$ cat src/rtl/core/sscd_pkg.sv
`default_nettype none

package sscd_pkg;

    // Field and datapath widths.
    localparam int COORD_W    = 32;   // input coordinate, signed fixed point
    localparam int NUM_COORD  = 12;   // p1, p2, q1, q2, three axes each
    localparam int NUM_VEC    = 9;    // u, v, w, three axes each
    localparam int VEC_W      = 33;   // exact difference of two coordinates
    localparam int MAG_W      = 32;   // magnitude of a difference
    localparam int LEN_W      = 6;    // bit length of a magnitude, 0 to 32
    localparam int SHIFT_W    = 5;    // common scaling shift
    localparam int LIM_FIRST  = 14;   // magnitude bound for the first solve
    localparam int LIM_REST   = 20;   // magnitude bound for the later solves
    localparam int SC1_W      = LIM_FIRST + 1;
    localparam int SC2_W      = LIM_REST + 1;
    localparam int DOT1_W     = 2 * LIM_FIRST + 3;
    localparam int DOT2_W     = 2 * LIM_REST + 3;
    localparam int N1_W       = 2 * DOT1_W + 1;
    localparam int QW         = 16;   // quotient bits of a clamped parameter
    localparam int PARAM_W    = QW + 1;
    localparam int TN_W       = DOT2_W + PARAM_W;
    localparam int DD_W       = VEC_W + PARAM_W + 2;
    localparam int SUM_W      = 2 * QW + 2;
    localparam int DIST_W     = 32;
    localparam int COORD_FRAC_BITS = 16;

    localparam logic [PARAM_W-1:0] PARAM_ONE = PARAM_W'(1) << QW;

    localparam int FIFO_DEPTH_DEFAULT = 4;

    // Request handed from the front part to the back part.
    typedef struct packed {
        logic [NUM_VEC-1:0][VEC_W-1:0] vec;
        logic [DOT2_W-1:0]             a;
        logic [DOT2_W-1:0]             b;
        logic [DOT2_W-1:0]             c;
        logic [DOT2_W-1:0]             d;
        logic [DOT2_W-1:0]             e;
        logic [N1_W-1:0]               den;
        logic [N1_W-1:0]               num;
    } t_fq;

endpackage

`default_nettype wire

$ cat src/rtl/core/sscd_div.sv
`default_nettype none

module sscd_div import sscd_pkg::*; #(
    parameter int W  = N1_W - 1,
    parameter int PW = 1
) (
    input  logic                 i_clk,
    input  logic                 i_rst_n,
    input  logic                 i_en,
    input  logic                 i_valid,
    input  logic signed [W:0]    i_num,
    input  logic signed [W:0]    i_den,
    input  logic [PW-1:0]        i_pay,
    output logic                 o_valid,
    output logic [PARAM_W-1:0]   o_quo,
    output logic [PW-1:0]        o_pay
);

    logic [QW:0]     r_vld;
    logic [QW:0]     r_zero;
    logic [QW:0]     r_one;
    logic [W-1:0]    r_rem [0:QW];
    logic [W-1:0]    r_dvs [0:QW];
    logic [QW-1:0]   r_quo [0:QW];
    logic [PW-1:0]   r_pay [0:QW];

    logic [W:0]      n_sh  [1:QW];
    logic [QW:1]     n_ge;
    logic [W-1:0]    n_rem [1:QW];
    logic [QW-1:0]   n_quo [1:QW];
    logic            w_zero;
    logic            w_one;

    assign w_zero = (i_den <= 0) || (i_num <= 0);
    assign w_one  = i_num >= i_den;

    // One restoring step per stage.
    always_comb begin
        for (int k = 1; k <= QW; k++) begin
            n_sh[k]  = {r_rem[k-1], 1'b0};
            n_ge[k]  = n_sh[k] >= {1'b0, r_dvs[k-1]};
            n_rem[k] = n_ge[k] ? W'(n_sh[k] - {1'b0, r_dvs[k-1]}) : n_sh[k][W-1:0];
            n_quo[k] = {r_quo[k-1][QW-2:0], n_ge[k]};
        end
    end

    always_ff @(posedge i_clk) begin
        if (!i_rst_n) begin
            r_vld <= '0;
        end else if (i_en) begin
            r_vld <= {r_vld[QW-1:0], i_valid};
        end
    end

    always_ff @(posedge i_clk) begin
        if (i_en) begin
            r_zero   <= {r_zero[QW-1:0], w_zero};
            r_one    <= {r_one[QW-1:0], !w_zero && w_one};
            r_rem[0] <= i_num[W-1:0];
            r_dvs[0] <= i_den[W-1:0];
            r_quo[0] <= '0;
            r_pay[0] <= i_pay;
            for (int k = 1; k <= QW; k++) begin
                r_rem[k] <= n_rem[k];
                r_dvs[k] <= r_dvs[k-1];
                r_quo[k] <= n_quo[k];
                r_pay[k] <= r_pay[k-1];
            end
        end
    end

    assign o_valid = r_vld[QW];
    assign o_pay   = r_pay[QW];
    assign o_quo   = r_zero[QW] ? '0 :
                     r_one[QW]  ? PARAM_ONE : {1'b0, r_quo[QW]};

endmodule

`default_nettype wire

$ cat config.mk
export PLATFORM = sky130hd
export DESIGN_NAME = sscd_div
export DESIGN_NICKNAME = d
export VERILOG_FILES = /design/src/rtl/core/sscd_pkg.sv /design/src/rtl/core/sscd_div.sv
export SDC_FILE = /design/constraint.sdc
export NUM_CORES = 2
export LEC_CHECK = 0
export BUFFER_PORTS_ARGS = -buffer_cell sky130_fd_sc_hd__buf_2
export CORE_MARGIN = 1
export CORE_UTILIZATION = 29
export CTS_BUF_LIST = sky130_fd_sc_hd__clkbuf_16
export DETAILED_ROUTE_END_ITERATION = 10
export PLACE_DENSITY_LB_ADDON = 0.2
export SLEW_MARGIN = 20
export SYNTH_ARGS = -nofsm -noshare
export SYNTH_HDL_FRONTEND = slang
export SYNTH_SLANG_ARGS = --single-unit
$ cat constraint.sdc
create_clock -name i_clk -period 4.8 [get_ports i_clk]
set_input_delay 0.24 -clock i_clk [delete_from_list [all_inputs] [get_ports i_clk]]
set_output_delay 0.24 -clock i_clk [all_outputs]
set_load 0.02 [all_outputs]
==> flow_summary_export.csv <==
group,metric,value,unit
synth,syn-num-nets,14437,
min_path,min_path_type,"primary input to flop",
die,start_util,0.291,
worst_setup_path,worst-path-buf-inv,1,
placed_design,placed_area,145000,um2
placed_design,gp_congestion,0.921,
synth,synth_compound_area_frac,0.177,
synth,ys.flop_type,"edfxtp_1",
clock_tree,clock_sinks,2188,
finish,fillers,47498,
synth,ys_ff_latch,2188,
synth,synth.area.mux_share,0.0205,
clock_tree,cts_buffers,266,
sta,drv_slew,0,
worst_setup_path,crit_path_top_delay_cell,"o311ai_1",
clock_tree,cts_buffer_depth,4,
synth,ys_warn_count,0,
worst_setup_path,startpoint,"r_rem[0][186]",
synth,yosysSeqAreaShare,0.484,
global_route,grt_pass1_wl,554,mm
synth,synth_top_cell_by_area,"edfxtp_1",
run,max_cap_viol_count,0,
worst_setup_path,crit_arrival,5360,ps
worst_setup_path,cp_common_cell,"o21ai_1",
sta,hold_viol_final,0,
power,peakVddDrop,0.283,mV
sta,rsz0062_at_grt,"no",
clock_tree,clockRootBuffer,"clkbuf_16",
sta,min_period,4710,ps
worst_setup_path,path_cells,"fa_1, a21o_1, a311oi_1, o21ai_1, a211o_1, a221oi_4, o41ai_1, buf_4, a21oi_2, o21ai_1, o311ai_1, o21bai_1, xor2_1, mux2_2",
drt,vias,96008,
finish,drive_above_1_share,0.0833,
drt,post_drt_wl_per_cell,18.0,um
die,die-area,469000,um2
drt,via_per_inst,4.79,
die,coreArea,464000,um2
sta,setup_viol,0,
sta,worstMarginPinSlew,1220,ps
global_route,grt_usage,0.148,
worst_setup_path,cp_max_fo,3,
drt,drt-initial-drc-count,5026,
global_route,grt_overflow,0,
global_route,grt_pass1_vias,98290,
finish,nets,14879,
clock_tree,clkLatencyLatePin,910,ps
finish,final_common_cell,"edfxtp_1",
finish,final-instance-count-excl-fill,20062,
global_route,grt_max_degree,141,
clock_tree,cts-htree-levels,5,
synth,synthArstFlopShare,0,
worst_setup_path,worst_ep_required_time,5450,ps
synth,synth_edf_count,2171,
outcome,status,"completed",
sta,fin_setup_tns,0,ps
power,power_density,663,nW/um2
sta,hold_ws,101,ps
finish,area_delta_synth_final,14.8,%
worst_setup_path,setup.worst_path.start_class,"flop",
global_route,antenna_found_initial,2,
clock_tree,post-cts-setup-buffers,0,
drt,ant_nets,0,
synth,syn-cell-area,135000,um2
sta,post-route-period-util,0.982,
worst_setup_path,slowest_delay,610,ps
finish,design_area,155000,um2
sta,skew,36.8,ps
worst_setup_path,worstSetupEndpointType,"flop",
placed_design,place_worst_setup_slack,224,ps
clock_tree,clkTransAtPathRegs,60,ps
synth,synthAdderAreaFrac,0.0997,
synth,yosys.area_share.simple,0.110,
die,rows,250,
placed_design,dp.cells,19414,
placed_design,dp_hpwl,287,mm
die,chipHeight,685,um
drt,firstDrtPassIters,5,
finish,multiInputGateArea,62800,um2
sta,worst_slack,88.5,ps
sta,max_slew_margin,0.178,
power,p_leak,64.1,nW
synth,synthXorXnorAreaFrac,0.0557,
drt,routed_wl,361,mm
synth,syn_avg_cell_area,10.2,um2
synth,yosys.cell_types.count,105,
worst_setup_path,reg2reg_from,"r_rem[0][186]",
synth,synthCells,13237,
worst_setup_path,worstSetupPathType,"flop to flop",
placed_design,io_buffers,149,
die,num_io_pins,150,
synth,synthTopCellsByArea,"edfxtp_1, ha_1, a21oi_1",
synth,yosysTopAreaCellShare,0.482,
finish,final_cell_mix,"edfxtp_1, a21oi_1, inv_1",
clock_tree,cts_tree,"done",
drt,route.detailed.drc,0,
synth,synth_top_family_by_area,"compound AO/OA/AOI/OAI gates",
min_path,hold_start,"i_num[41]",
die,die_width,685,um
finish,area.sequential,65500,um2
sta,fmax,0.212,GHz
worst_setup_path,cp_top_family,"compound AO/OA/AOI/OAI gates",
cell type report:
type	instances	area share
Inverter	1301	0.0314
Timing Repair Buffer	706	0.0380
Clock buffer	273	0.0440
Clock inverter	198	0.0105
Tap cell	6174	0.0497
Sequential cell	2188	0.422
Antenna cell	6	0.0000967
Multi-Input combinational cell	9216	0.404
worst register-to-register path: stages (launching register included):
cell and delay, ps:
edfxtp_1 440, fa_1 490, a21o_1 220, a311oi_1 380, o21ai_1 200, a211o_1 430
a221oi_4 350, o41ai_1 180, buf_4 190, a21oi_2 210, o21ai_1 160, o311ai_1 610
o21bai_1 180, xor2_1 160, mux2_2 260
per-stage QoR:
| stage | util | total power [mW] |
|---|---|---|
| 5_1_grt | 0.335 | 111 |
| 2_1_floorplan | - | 68.0 |
| 6_report | 0.335 | 103 |
| 4_1_cts | 0.335 | 104 |
| 3_3_place_gp | 0.313 | 83.5 |
| 3_5_place_dp | 0.313 | 83.3 |
registers in the layout, summed over array words and instances (netlist names):
signal  cells
r_dvs     992
r_rem     992
r_quo     136
r_one      17
r_pay      17
r_vld      17
r_zero     17
what timing repair did:
action,CTS,global route
hold buffers,171,0
gates resized for setup,0,0
setup endpoints to repair,0,0
hold endpoints to repair,189,0
per-layer routing:
layer  vias up  global-route usage  routed length (um)  share of wire
met5         -                   0                   0              0
met4         0              0.0948               25900          0.072
met3       807              0.0143                9380          0.026
met2      1640               0.262              172000           0.48
met1     44456               0.172              154000           0.43
li1      49105                   -                   -              -
worst paths after layout:
path	to	slack, ps	cells past startpoint
worst max register to register	r_rem[0][306]	90	14
worst max-delay path	r_rem[0][306]	90	14
worst min-delay path	r_rem[0][41]	100	2
worst min register to register	r_quo[4][10]	400	0
synth_stat cells, drive strengths merged, types with 94 or more instances:
cell    number
inv       1301
o21bai     170
and3        94
edfxtp    2171
o21ai      764
nand2      856
a31oi      126
clkbuf     399
xnor2      518
nand3      193
buf        133
o21a        99
nor2       970
mux2       221
nor3       137
a21o       713
xor2       342
ha        1054
a21oi     1518
nand4      315
nor2b      136
nand2b     104
where the power goes:
part           internal [mW]  leakage (nW)  switching (mW)
logic                   21.6          38.5            29.7
registers               28.7          21.3            3.18
clock network           11.6          4.34            8.14
total                   61.9          64.1            41.1
cell families after synthesis:
| family | Yosys count |
|---|---|
| simple gates | 3139 |
| xor+xnor | 860 |
| flops | 2188 |
| mux | 250 |
| fa+ha+maj | 1069 |
| buf+inv | 1833 |
| compound gates | 3898 |
(Power assumes the default switching activity.)
